## src/design/ted_pkg.sv

```systemverilog
// shared types, constants and helpers for the terminal escape and mouse decoder
// no dependencies
package ted_pkg;

	// field widths of the sgr accumulators
	localparam int COORD_WIDTH  = 16;
	localparam int BUTTON_WIDTH = 8;

	localparam int BYTE_W     = 8;
	localparam int TIME_W     = 32;
	localparam int INTERVAL_W = 16;
	localparam int CODE_W     = 10;
	localparam int OUT_BTN_W  = 8;
	localparam int OUT_XY_W   = 16;

	localparam logic [INTERVAL_W-1:0] INTERVAL_RESET = INTERVAL_W'(16);

	// byte values
	localparam logic [BYTE_W-1:0] CH_NUL    = 8'h00;
	localparam logic [BYTE_W-1:0] CH_ESC    = 8'h1b;
	localparam logic [BYTE_W-1:0] CH_LBRACK = 8'h5b;
	localparam logic [BYTE_W-1:0] CH_LT     = 8'h3c;
	localparam logic [BYTE_W-1:0] CH_SEMI   = 8'h3b;
	localparam logic [BYTE_W-1:0] CH_UP     = 8'h41;
	localparam logic [BYTE_W-1:0] CH_DOWN   = 8'h42;
	localparam logic [BYTE_W-1:0] CH_RIGHT  = 8'h43;
	localparam logic [BYTE_W-1:0] CH_LEFT   = 8'h44;
	localparam logic [BYTE_W-1:0] CH_PRESS  = 8'h4d;
	localparam logic [BYTE_W-1:0] CH_REL    = 8'h6d;
	localparam logic [BYTE_W-1:0] CH_ZERO   = 8'h30;
	localparam logic [BYTE_W-1:0] CH_NINE   = 8'h39;

	// key codes
	localparam logic [CODE_W-1:0] KEY_ESC   = 10'd27;
	localparam logic [CODE_W-1:0] KEY_LEFT  = 10'd1000;
	localparam logic [CODE_W-1:0] KEY_RIGHT = 10'd1001;
	localparam logic [CODE_W-1:0] KEY_UP    = 10'd1002;
	localparam logic [CODE_W-1:0] KEY_DOWN  = 10'd1003;

	localparam logic KIND_KEY   = 1'b0;
	localparam logic KIND_MOUSE = 1'b1;

	// one decoded event word
	typedef struct packed {
		logic                 kind;
		logic [CODE_W-1:0]    code;
		logic [OUT_BTN_W-1:0] button;
		logic [OUT_XY_W-1:0]  x;
		logic [OUT_XY_W-1:0]  y;
	} ted_event_t;

	// acc * 10 + d, saturating at the button width
	function automatic logic [BUTTON_WIDTH-1:0] sat_btn(
		input logic [BUTTON_WIDTH-1:0] acc,
		input logic [3:0]              d
	);
		logic [BUTTON_WIDTH+3:0] v;
		v = ({4'b0, acc} << 3) + ({4'b0, acc} << 1) + {{BUTTON_WIDTH{1'b0}}, d};
		if (v[BUTTON_WIDTH+3:BUTTON_WIDTH] != 4'b0) begin
			return {BUTTON_WIDTH{1'b1}};
		end
		return v[BUTTON_WIDTH-1:0];
	endfunction

	// acc * 10 + d, saturating at the coordinate width
	function automatic logic [COORD_WIDTH-1:0] sat_coord(
		input logic [COORD_WIDTH-1:0] acc,
		input logic [3:0]             d
	);
		logic [COORD_WIDTH+3:0] v;
		v = ({4'b0, acc} << 3) + ({4'b0, acc} << 1) + {{COORD_WIDTH{1'b0}}, d};
		if (v[COORD_WIDTH+3:COORD_WIDTH] != 4'b0) begin
			return {COORD_WIDTH{1'b1}};
		end
		return v[COORD_WIDTH-1:0];
	endfunction

endpackage

```

## src/design/ted_decode.sv

```systemverilog
// parser state, sgr accumulators and report filter; decodes one byte per step
// depends on ted_pkg
module ted_decode import ted_pkg::*; (
	input  logic                  clk,
	input  logic                  arst_n,
	input  logic                  step,
	input  logic [BYTE_W-1:0]     rx_byte,
	input  logic [TIME_W-1:0]     now_ms,
	input  logic                  blocked,
	input  logic [INTERVAL_W-1:0] interval,
	output logic                  emit,
	output ted_event_t            ev
);

	localparam logic [2:0] PH_IDLE    = 3'd0;
	localparam logic [2:0] PH_ESC1    = 3'd1;
	localparam logic [2:0] PH_ESC2_BR = 3'd2;
	localparam logic [2:0] PH_ESC2_NB = 3'd3;
	localparam logic [2:0] PH_BTN     = 3'd4;
	localparam logic [2:0] PH_X       = 3'd5;
	localparam logic [2:0] PH_Y       = 3'd6;

	logic [2:0]              phase_q, phase_d;
	logic [BUTTON_WIDTH-1:0] btn_q, btn_d, last_btn_q;
	logic [COORD_WIDTH-1:0]  x_q, x_d, y_q, y_d, last_x_q, last_y_q;
	logic                    last_valid_q;
	logic [TIME_W-1:0]       last_ms_q;
	logic                    mouse_sent;
	logic                    is_digit;
	logic [3:0]              digit;
	logic [TIME_W-1:0]       elapsed;
	logic                    send_ok;

	assign is_digit = (rx_byte >= CH_ZERO) && (rx_byte <= CH_NINE);
	assign digit    = 4'(rx_byte - CH_ZERO);

	// report filter on the finished accumulators
	assign elapsed = now_ms - last_ms_q;
	always_comb begin
		send_ok = 1'b1;
		if (last_valid_q && (btn_q == last_btn_q)) begin
			if ((x_q == last_x_q) && (y_q == last_y_q)) begin
				send_ok = 1'b0;
			end else if (elapsed < {{(TIME_W-INTERVAL_W){1'b0}}, interval}) begin
				send_ok = 1'b0;
			end
		end
	end

	// next phase, accumulators and event
	always_comb begin
		phase_d    = phase_q;
		btn_d      = btn_q;
		x_d        = x_q;
		y_d        = y_q;
		emit       = 1'b0;
		mouse_sent = 1'b0;
		ev         = '0;
		ev.kind    = KIND_KEY;
		unique case (phase_q)
			PH_ESC1: begin
				phase_d = (rx_byte == CH_LBRACK) ? PH_ESC2_BR : PH_ESC2_NB;
			end
			PH_ESC2_BR: begin
				phase_d = PH_IDLE;
				if (rx_byte == CH_LT) begin
					btn_d   = '0;
					x_d     = '0;
					y_d     = '0;
					phase_d = PH_BTN;
				end else begin
					emit = !blocked;
					unique case (rx_byte)
						CH_UP:    ev.code = KEY_UP;
						CH_DOWN:  ev.code = KEY_DOWN;
						CH_RIGHT: ev.code = KEY_RIGHT;
						CH_LEFT:  ev.code = KEY_LEFT;
						default:  ev.code = KEY_ESC;
					endcase
				end
			end
			PH_ESC2_NB: begin
				phase_d = PH_IDLE;
				emit    = !blocked;
				ev.code = KEY_ESC;
			end
			PH_BTN: begin
				if (rx_byte == CH_SEMI) begin
					phase_d = PH_X;
				end else if (is_digit) begin
					btn_d = sat_btn(btn_q, digit);
				end
			end
			PH_X: begin
				if (rx_byte == CH_SEMI) begin
					phase_d = PH_Y;
				end else if (is_digit) begin
					x_d = sat_coord(x_q, digit);
				end
			end
			PH_Y: begin
				if ((rx_byte == CH_PRESS) || (rx_byte == CH_REL)) begin
					phase_d    = PH_IDLE;
					mouse_sent = !blocked && send_ok;
					emit       = mouse_sent;
					ev.kind    = KIND_MOUSE;
					ev.button  = OUT_BTN_W'(btn_q);
					ev.x       = OUT_XY_W'(x_q);
					ev.y       = OUT_XY_W'(y_q);
				end else if (is_digit) begin
					y_d = sat_coord(y_q, digit);
				end
			end
			default: begin
				phase_d = PH_IDLE;
				if (rx_byte == CH_ESC) begin
					phase_d = PH_ESC1;
				end else if (rx_byte != CH_NUL) begin
					emit    = !blocked;
					ev.code = {{(CODE_W-BYTE_W){1'b0}}, rx_byte};
				end
			end
		endcase
	end

	// parser and last-report state
	always_ff @(posedge clk or negedge arst_n) begin
		if (!arst_n) begin
			phase_q      <= PH_IDLE;
			btn_q        <= '0;
			x_q          <= '0;
			y_q          <= '0;
			last_btn_q   <= '0;
			last_x_q     <= '0;
			last_y_q     <= '0;
			last_valid_q <= 1'b0;
			last_ms_q    <= '0;
		end else if (step) begin
			phase_q <= phase_d;
			btn_q   <= btn_d;
			x_q     <= x_d;
			y_q     <= y_d;
			if (mouse_sent) begin
				last_btn_q   <= btn_q;
				last_x_q     <= x_q;
				last_y_q     <= y_q;
				last_valid_q <= 1'b1;
				last_ms_q    <= now_ms;
			end
		end
	end

endmodule

```

## src/design/ted_out_reg.sv

```systemverilog
// output register holding one decoded event word until the receiver takes it
// depends on ted_pkg
module ted_out_reg import ted_pkg::*; (
	input  logic       clk,
	input  logic       arst_n,
	input  logic       push,
	input  ted_event_t push_ev,
	output logic       space,
	output logic       out_valid,
	input  logic       out_ready,
	output ted_event_t out_ev
);

	logic       valid_q;
	ted_event_t ev_q;

	// slot is free when empty or being drained this cycle
	assign space     = !valid_q || out_ready;
	assign out_valid = valid_q;
	assign out_ev    = ev_q;

	always_ff @(posedge clk or negedge arst_n) begin
		if (!arst_n) begin
			valid_q <= 1'b0;
		end else if (space) begin
			valid_q <= push;
		end
	end

	always_ff @(posedge clk) begin
		if (space && push) begin
			ev_q <= push_ev;
		end
	end

endmodule

```

## src/design/terminal_escape_and_mouse_decoder_unit.sv

```systemverilog
// top level of the terminal escape and sgr mouse decoder
// depends on ted_pkg, ted_decode and ted_out_reg
//
// Usage: bytes from the terminal arrive on the input channel (in_valid/in_ready)
// with a millisecond timestamp and a focus flag. Each word yields zero or one
// event on the output channel (out_valid/out_ready): a key (plain byte, ESC,
// arrows 1000-1003) or an sgr 1006 mouse report, filtered by button change and
// the minimum move interval.
// Throughput: one byte per cycle while the output is not stalled; the single parser
// state update per byte sets this figure.
// Path: an accepted byte is held in the input register, then decoded into the
// output register once that register has space.
// The min move interval is written on the cfg channel (cfg_valid/cfg_data),
// which is always ready; write it only while the block is idle.
// Reset: parser goes idle, accumulators and last report clear, no report is
// counted as sent, interval returns to 16 ms. Both registers empty.
// Stall: while out_ready is low and an event waits, the input register holds
// its byte and in_ready drops once that register is full; nothing is lost.
module terminal_escape_and_mouse_decoder_unit import ted_pkg::*; (
	input  logic                  clk,
	input  logic                  arst_n,
	input  logic                  in_valid,
	output logic                  in_ready,
	input  logic [BYTE_W-1:0]     rx_byte,
	input  logic [TIME_W-1:0]     now_ms,
	input  logic                  focus_elsewhere,
	input  logic                  cfg_valid,
	output logic                  cfg_ready,
	input  logic [INTERVAL_W-1:0] cfg_data,
	output logic                  out_valid,
	input  logic                  out_ready,
	output logic                  event_kind,
	output logic [CODE_W-1:0]     key_code,
	output logic [OUT_BTN_W-1:0]  mouse_button,
	output logic [OUT_XY_W-1:0]   mouse_x,
	output logic [OUT_XY_W-1:0]   mouse_y
);

	logic                  valid_s1;
	logic [BYTE_W-1:0]     byte_s1;
	logic [TIME_W-1:0]     now_s1;
	logic                  focus_s1;
	logic [INTERVAL_W-1:0] interval_q;
	logic                  space;
	logic                  step;
	logic                  emit;
	logic                  push;
	ted_event_t            dec_ev;
	ted_event_t            out_ev;

	// config register
	assign cfg_ready = 1'b1;
	always_ff @(posedge clk or negedge arst_n) begin
		if (!arst_n) begin
			interval_q <= INTERVAL_RESET;
		end else if (cfg_valid && cfg_ready) begin
			interval_q <= cfg_data;
		end
	end

	// input register
	assign step     = valid_s1 && space;
	assign in_ready = !valid_s1 || space;

	always_ff @(posedge clk or negedge arst_n) begin
		if (!arst_n) begin
			valid_s1 <= 1'b0;
		end else if (in_ready) begin
			valid_s1 <= in_valid;
		end
	end

	always_ff @(posedge clk) begin
		if (in_ready && in_valid) begin
			byte_s1  <= rx_byte;
			now_s1   <= now_ms;
			focus_s1 <= focus_elsewhere;
		end
	end

	// decode
	ted_decode u_decode (
		.clk      (clk),
		.arst_n   (arst_n),
		.step     (step),
		.rx_byte  (byte_s1),
		.now_ms   (now_s1),
		.blocked  (focus_s1),
		.interval (interval_q),
		.emit     (emit),
		.ev       (dec_ev)
	);

	assign push = step && emit;

	// output register
	ted_out_reg u_out (
		.clk       (clk),
		.arst_n    (arst_n),
		.push      (push),
		.push_ev   (dec_ev),
		.space     (space),
		.out_valid (out_valid),
		.out_ready (out_ready),
		.out_ev    (out_ev)
	);

	assign event_kind   = out_ev.kind;
	assign key_code     = out_ev.code;
	assign mouse_button = out_ev.button;
	assign mouse_x      = out_ev.x;
	assign mouse_y      = out_ev.y;

	// checks
	a_mouse_no_code: assert property (@(posedge clk) disable iff (!arst_n)
		out_valid && (event_kind == KIND_MOUSE) |-> key_code == '0)
		else $error("mouse event carries a key code");

	a_key_no_mouse: assert property (@(posedge clk) disable iff (!arst_n)
		out_valid && (event_kind == KIND_KEY) |->
		(mouse_button == '0) && (mouse_x == '0) && (mouse_y == '0))
		else $error("key event carries mouse fields");

	a_stall_full: assert property (@(posedge clk) disable iff (!arst_n)
		!in_ready |-> valid_s1 && out_valid && !out_ready)
		else $error("input stalled without a full pipeline");

	a_blocked_quiet: assert property (@(posedge clk) disable iff (!arst_n)
		step && focus_s1 |-> !push)
		else $error("event pushed while focus held elsewhere");

	a_drain: assert property (@(posedge clk) disable iff (!arst_n)
		out_valid && out_ready && !push |=> !out_valid)
		else $error("output stayed valid after being taken");

endmodule

```

## config.mk

```make
export PLATFORM = sky130hd
export DESIGN_NAME = terminal_escape_and_mouse_decoder_unit
export DESIGN_NICKNAME = d
export VERILOG_FILES = /design/src/design/ted_pkg.sv /design/src/design/ted_decode.sv /design/src/design/ted_out_reg.sv /design/src/design/terminal_escape_and_mouse_decoder_unit.sv
export SDC_FILE = /design/constraint.sdc
export NUM_CORES = 1
export LEC_CHECK = 0
export BUFFER_PORTS_ARGS = -buffer_cell sky130_fd_sc_hd__buf_2
export CORE_MARGIN = 2
export CORE_UTILIZATION = 50
export DETAILED_ROUTE_END_ITERATION = 6
export GPL_TIMING_DRIVEN = 0
export PLACE_DENSITY = 0.69
export SYNTH_ARGS = -nofsm -noshare
export SYNTH_HDL_FRONTEND = slang
export SYNTH_HIERARCHICAL = 1
export SYNTH_SLANG_ARGS = --single-unit
```

## constraint.sdc

```tcl
create_clock -name clk -period 10 [get_ports clk]
set_input_delay 2.5 -clock clk [delete_from_list [all_inputs] [get_ports clk]]
set_output_delay 2.5 -clock clk [all_outputs]
set_load 0.005 [all_outputs]
```

# Word-level counts from Yosys, hierarchy flattened
# Index checks and enable logic that the tools add are counted.
[word_totals] ff_bits=226
[op_classes] add_sub_neg=8 magnitude_cmp=3 n_eq_ne=29 n_mux=51 reduce_logical=29
[ops] cell="16-bit 2-to-1 mux" n=9
[ops] cell="16-bit one-hot mux with 2 select lines" n=2
[ops] cell="8-bit by 7-bit == test with 1-bit output, second input constant" n=7
[ops] cell="8-bit 2-to-1 mux" n=6
[ops] cell="19-bit by 17-bit adder with 20-bit output" n=2
[ops] cell="20-bit by 4-bit adder with 20-bit output" n=2
[ops] cell="10-bit one-hot mux with 4 select lines" n=1
[ops] cell="16-bit == test" n=2
[ops] cell="32-bit by 16-bit less-than comparator with 1-bit output" n=1
[ops] cell="32-bit subtractor" n=1
[ops] cell="10-bit one-hot mux with 3 select lines" n=1
[ops] cell="1-bit 2-to-1 mux" n=23
[ops] cell="10-bit 2-to-1 mux" n=2
[ops] cell="3-bit one-hot mux with 6 select lines" n=1
[ops] cell="8-bit by 6-bit == test with 1-bit output, second input constant" n=2
[ops] cell="8-bit one-hot mux with 2 select lines" n=1
[ops] cell="5-bit AND reduction" n=3
[ops] cell="2-bit by 1-bit inequality test with 1-bit output, second input constant" n=7
[ops] cell="11-bit by 9-bit adder with 12-bit output" n=1
[ops] cell="12-bit by 4-bit adder with 12-bit output" n=1
[ops] cell="3-bit 2-to-1 mux" n=4
[ops] cell="4-bit nonzero test" n=3
[ops] cell="3-bit == test, second input constant" n=3
[ops] cell="8-bit by 5-bit == test with 1-bit output, second input constant" n=1
[ops] cell="17 further kinds" n=34

# Logic depth before layout (Yosys ltp)
[logic_depth] depth_word=11 mapped_depth=21 mapped_depth_nobuf=21

# Modules after synthesis
# The synthesis kept the hierarchy.
[by_module_without_submodules] mod="ted_decode" n_inst=1 cells_each=1131 area_per_inst_um2=10480.1
[by_module_without_submodules] mod="terminal_escape_and_mouse_decoder_unit" n_inst=1 cells_each=83 area_per_inst_um2=1949.4
[by_module_without_submodules] mod="ted_out_reg" n_inst=1 cells_each=55 area_per_inst_um2=1585.3

# Worst setup path before layout
# No wires, ideal clock.
[synth_timing] path_type="in2out" startpoint="input port out_ready" endpoint="output port in_ready" t_arrival_ps=2795 required_time_ps=7500 slack_ps=4705 path_stages=2 path_cell_list="nand2b_4 > nand2b_1"
[synth_between] elab_chain_cells=2
[synth_rtl] item="start, declared" line="terminal_escape_and_mouse_decoder_unit.sv:31" source="input logic out_ready,"
[synth_rtl] item="1-bit logical OR" line="ted_out_reg.sv:18" source="assign space = !valid_q || out_ready;"
[synth_rtl] item="1-bit logical OR" line="terminal_escape_and_mouse_decoder_unit.sv:63" source="assign in_ready = !valid_s1 || space;"
[synth_rtl] item="end, declared" line="terminal_escape_and_mouse_decoder_unit.sv:23" source="output logic in_ready,"
# No other way between the ends.

# Worst setup path in the final report
[layout_timing] startpoint="input port out_ready" endpoint="output port in_ready"
[layout_between] elab_chain_cells=2
[layout_rtl] item="1-bit logical OR" line="ted_out_reg.sv:18"
[layout_rtl] item="net space" line="terminal_escape_and_mouse_decoder_unit.sv:44" source="logic space;"
[layout_rtl] item="1-bit logical OR" line="terminal_escape_and_mouse_decoder_unit.sv:63"
# The timed path passes the listed nets, and every way through them passes these cells.

==> implementation parameters <==
Parameter                              Value

Timing
  Final sum of negative setup slack ... 0 ns
  Number of setup violations in the final report ... 0
  Count of final max-slew check failures ... 0
  Worst hold slack across all endpoints ... 0.5038 ns
  Tightest Pin Transition ... 0.9825 ns
  Setup repair after global routing missed its margin ... no
  Part of the cycle the worst path needs ... about 56%
  Max_slew headroom ... 34.10%
  Max frequency ... approximately 180 MHz
  Final count of hold timing violations ... 0
  Period minus WS final ... 5.550 ns
  Largest clock skew in the final design ... 0.01634 ns

Clocking
  Number of buffers created by CTS ... 26
  Buffers from clock root to sink, at most ... 3
  Level count of the clock H-tree ... 1
  Total setup buffers inserted after CTS ... 0
  Hold-fix buffers at CTS ... 0
  CTS clk-pin slew, worst paths ... around 0.060 ns
  Master cell of the clock root buffer ... clkbuf_16
  Clock sinks ... around 230
  Number of gates given a new drive strength after cts ... 0
  Insertion delay to the later sink of the worst-skew pair ... between 0.5 and 0.6 ns
  Clock tree from TritonCTS ... yes

Setup path
  Critical path startpoint category ... input pin
  Biggest cell delay along the critical path ... 0.17 ns
  Crit Path Category ... input pin to primary output
  Number of cell instances on the worst register-to-register path ... 19
  FF-to-FF End ... u_out/out_ev[21]
  CP max FO ... 5
  Critical R2R Launch ... now_s1[1]
  Crit path DAT ... 3.05 ns
  Kind of capture point of the worst setup path ... primary output
  Critical-path top delay cell ... nand2b_1
  Reg2Reg Setup Slack ... ~4.5 ns
  Sequence of cells on the critical path ... buf_2 > nand2b_4 > nand2b_1 > buf_2
  Most common cell type on the critical path ... buf_2
  Required arrival time at the worst endpoint ... approximately 7.5 ns

Worst hold path
  Hold Path Depth ... 1
  Hold_sp ... u_decode/last_valid_q
  Hold worst-path end ... u_decode/last_valid_q
  Class of the worst hold path ... flip-flop to flip-flop

Die
  Total die area ... 0.02938 mm2
  Die Span Y ... approximately 170 um
  Core Box Area ... approximately 0.028 mm2
  Number of top-level pins ... roughly 120
  Std-Cell Rows ... 61
  Initial cell density of the core ... 50.58%
  Horizontal die dimension ... between 150 and 200 um

Global route
  Maximum number of pins on one net before global-route repair ... between 90 and 100
  Overall fraction of global-route tracks in use ... roughly a fifth
  Global route total overflow ... 0
  Wire length of the first global-routing pass ... approximately 50000 um
  Antenna violations before repair ... 0
  Via count of the first global-routing pass ... a little over 10000

Logic synthesis
  Net Count, Synth ... 1461
  Post-Synthesis Mean Instance Area ... about 11 um2
  Main flop type after synthesis ... dfrtp_1
  Yosys warnings ... 6
  Number of enable-type register cells in the synthesized netlist ... 92
  Post-synthesis register bit count ... roughly 230
  Netlist cell types ... 78
  Number of instances in the synthesized netlist ... roughly 1300
  Part of the Yosys area used for sequential elements ... 43.65%
  Asr flop ratio synth ... 59.29%
  Netlist Area Pre-Place ... 0.01401 mm2

Job
  Max Cap Viol ... 0

Routing
  DRT iter0 DRCs ... 515
  Via count ... 9924
  Routed vias/inst ... about 5.5
  WL/cell ... 17.08 um
  Total iterations of the first detailed-routing run ... 5
  Remaining DRCs ... 0
  DRT Wirelength ... about 31000 um
  Detail Route Antenna Nets ... 0

Finish
  NumNets Final ... between 1500 and 2000
  Share of post-route cells with drive strength above 1 ... between 10% and 20%
  Layout Area Growth over Synthesis ... 14.19%
  Inserted Diodes ... 0
  Layout filler cell count ... 2375

Placed design
  Detailed-placement wirelength estimate ... around 22000 um
  RePlAce Congestion ... approximately 0.84
  Count of buffers inserted at the top-level ports ... between 100 and 150

Status
  Status ... completed

Power and ir drop
  Power density over cell area ... between 150 and 200 mW/mm2
  Highest ir drop seen on vdd ... 0.1259 mV
  P_leak ... roughly 7.3 nW
worst max-delay path by stage:
| stage | startpoint | to |
|---|---|---|
| CTS | out_ready | in_ready |
| finish | out_ready | in_ready |
| floorplan | out_ready | in_ready |
| detailed placement | out_ready | in_ready |
| global placement | arst_n | u_decode/y_q[9] |
| global route | u_decode/last_ms_q[1] | u_out/out_ev[21] |
layer usage:
layer | routed length, um | vias to the layer above | GRT usage [%]
met2 | 15340 | 215 | 37.91
li1 | - | 4890 | -
met4 | 1091 | 0 | 7.443
met1 | 13470 | 4757 | 26.56
met5 | 0 | - | 0
met3 | 1010 | 62 | 2.485
state kept, by name, summed over array words and instances, names as in the netlist, 8 cells and up:
| register | count |
|---|---|
| u_out/out_ev | 51 |
| now_s1 | 32 |
| u_decode/last_ms_q | 32 |
| interval_q | 16 |
| u_decode/last_x_q | 16 |
| u_decode/last_y_q | 16 |
| u_decode/x_q | 16 |
| u_decode/y_q | 16 |
| byte_s1 | 8 |
| u_decode/btn_q | 8 |
| u_decode/last_btn_q | 8 |
power by group:
part | switching (mW) | internal, mW
registers | 0.0701 | 1.01
clock network | 0.377 | 0.595
logic | 0.278 | 0.222
total | 0.725 | 1.83
critical path: cells and delay by family:
family | cells | cell delay, ns
and+or+nand+nor | 2 | 0.32
buffers and inverters | 2 | 0.23
Yosys cell counts (17+ instances only):
cell	number	share of area (%)
nand3_1	23	0.82
dfrtp_1	133	24
and2_1	46	2.1
a21o_1	19	1.0
a21oi_1	125	4.5
edfxtp_1	92	20
nand4_1	24	1.1
clkbuf_1	23	0.62
nand2_1	87	2.3
mux2_4	79	8.5
xnor2_1	73	4.6
ha_1	123	11
inv_1	71	1.9
o21ai_0	62	2.2
nand2b_1	17	0.76
nor2_1	52	1.4
placed cells by master, fill, tap and decap left out, types with 4 or more instances in the layout:
cell       netlist  layout
buf_4            4       4
dfrtp_1        133     133
nor2b_1          9       9
a211oi_1        13      13
mux2_4          79      79
mux2i_1          5       5
o22ai_1          4       4
buf_12           9      10
mux2_2          10      10
nor2_1          52      52
or3_1            9       9
o21a_1           6       6
nor4_1           5       5
a21oi_1        125     125
and4_1           4       4
clkbuf_16        0      29
nor3b_1          6       6
o21ai_0         62      62
nor3_1          13      13
xnor2_1         73      73
o21bai_1         8       8
a21o_1          19      19
ha_1           123     123
a31oi_1          6       6
nand2_1         87      87
edfxtp_1        92      92
buf_2            3     115
xor2_1          15      15
nand3_1         23      23
inv_1           71      71
nand2b_1        17      17
clkbuf_1        23      25
o211ai_1         6       6
fa_1             7       7
clkinv_2         0       8
and2_1          46      45
o31ai_1          6       6
nand4_1         24      24
and3_1          11      11
metrics by stage:
stage          cell area (um2)  utilization (%)  cells  power, mW  worst slack (ns)
2_1_floorplan            14010                -   1269      1.451             4.705
3_3_place_gp             15050            54.33   1760      1.579             4.454
3_5_place_dp             15110            54.53   1762      1.599             4.453
4_1_cts                  16000            57.76   1810      2.584             4.451
5_1_grt                  16000            57.76   1810      2.696             3.902
6_report                 16000            57.76   1810      2.554             4.450
cell type report:
cell class	count	area (um2)	area share, %
multi-input cells	932	7310	45.68
well taps	378	473.0	2.955
repair buffers	115	619.3	3.870
clock inverters	14	120.1	0.7506
flip-flops and latches	226	6117	38.23
clock buffers	34	774.5	4.840
inverters	71	266.5	1.665
plain buffers	40	322.8	2.017
cells by family after synthesis:
family | count (synthesis) | synth area share, %
XOR/XNOR | 88 | 5.500
other | 1 | 0.02676
flip-flops | 226 | 43.65
multiplexers | 94 | 9.624
buffers and inverters | 111 | 4.205
adder cells (fa/ha/maj) | 130 | 11.98
AO/OA/AOI/OAI | 294 | 12.76
AND/OR/NAND/NOR | 325 | 12.26
Power figures use the tool's default switching activity.
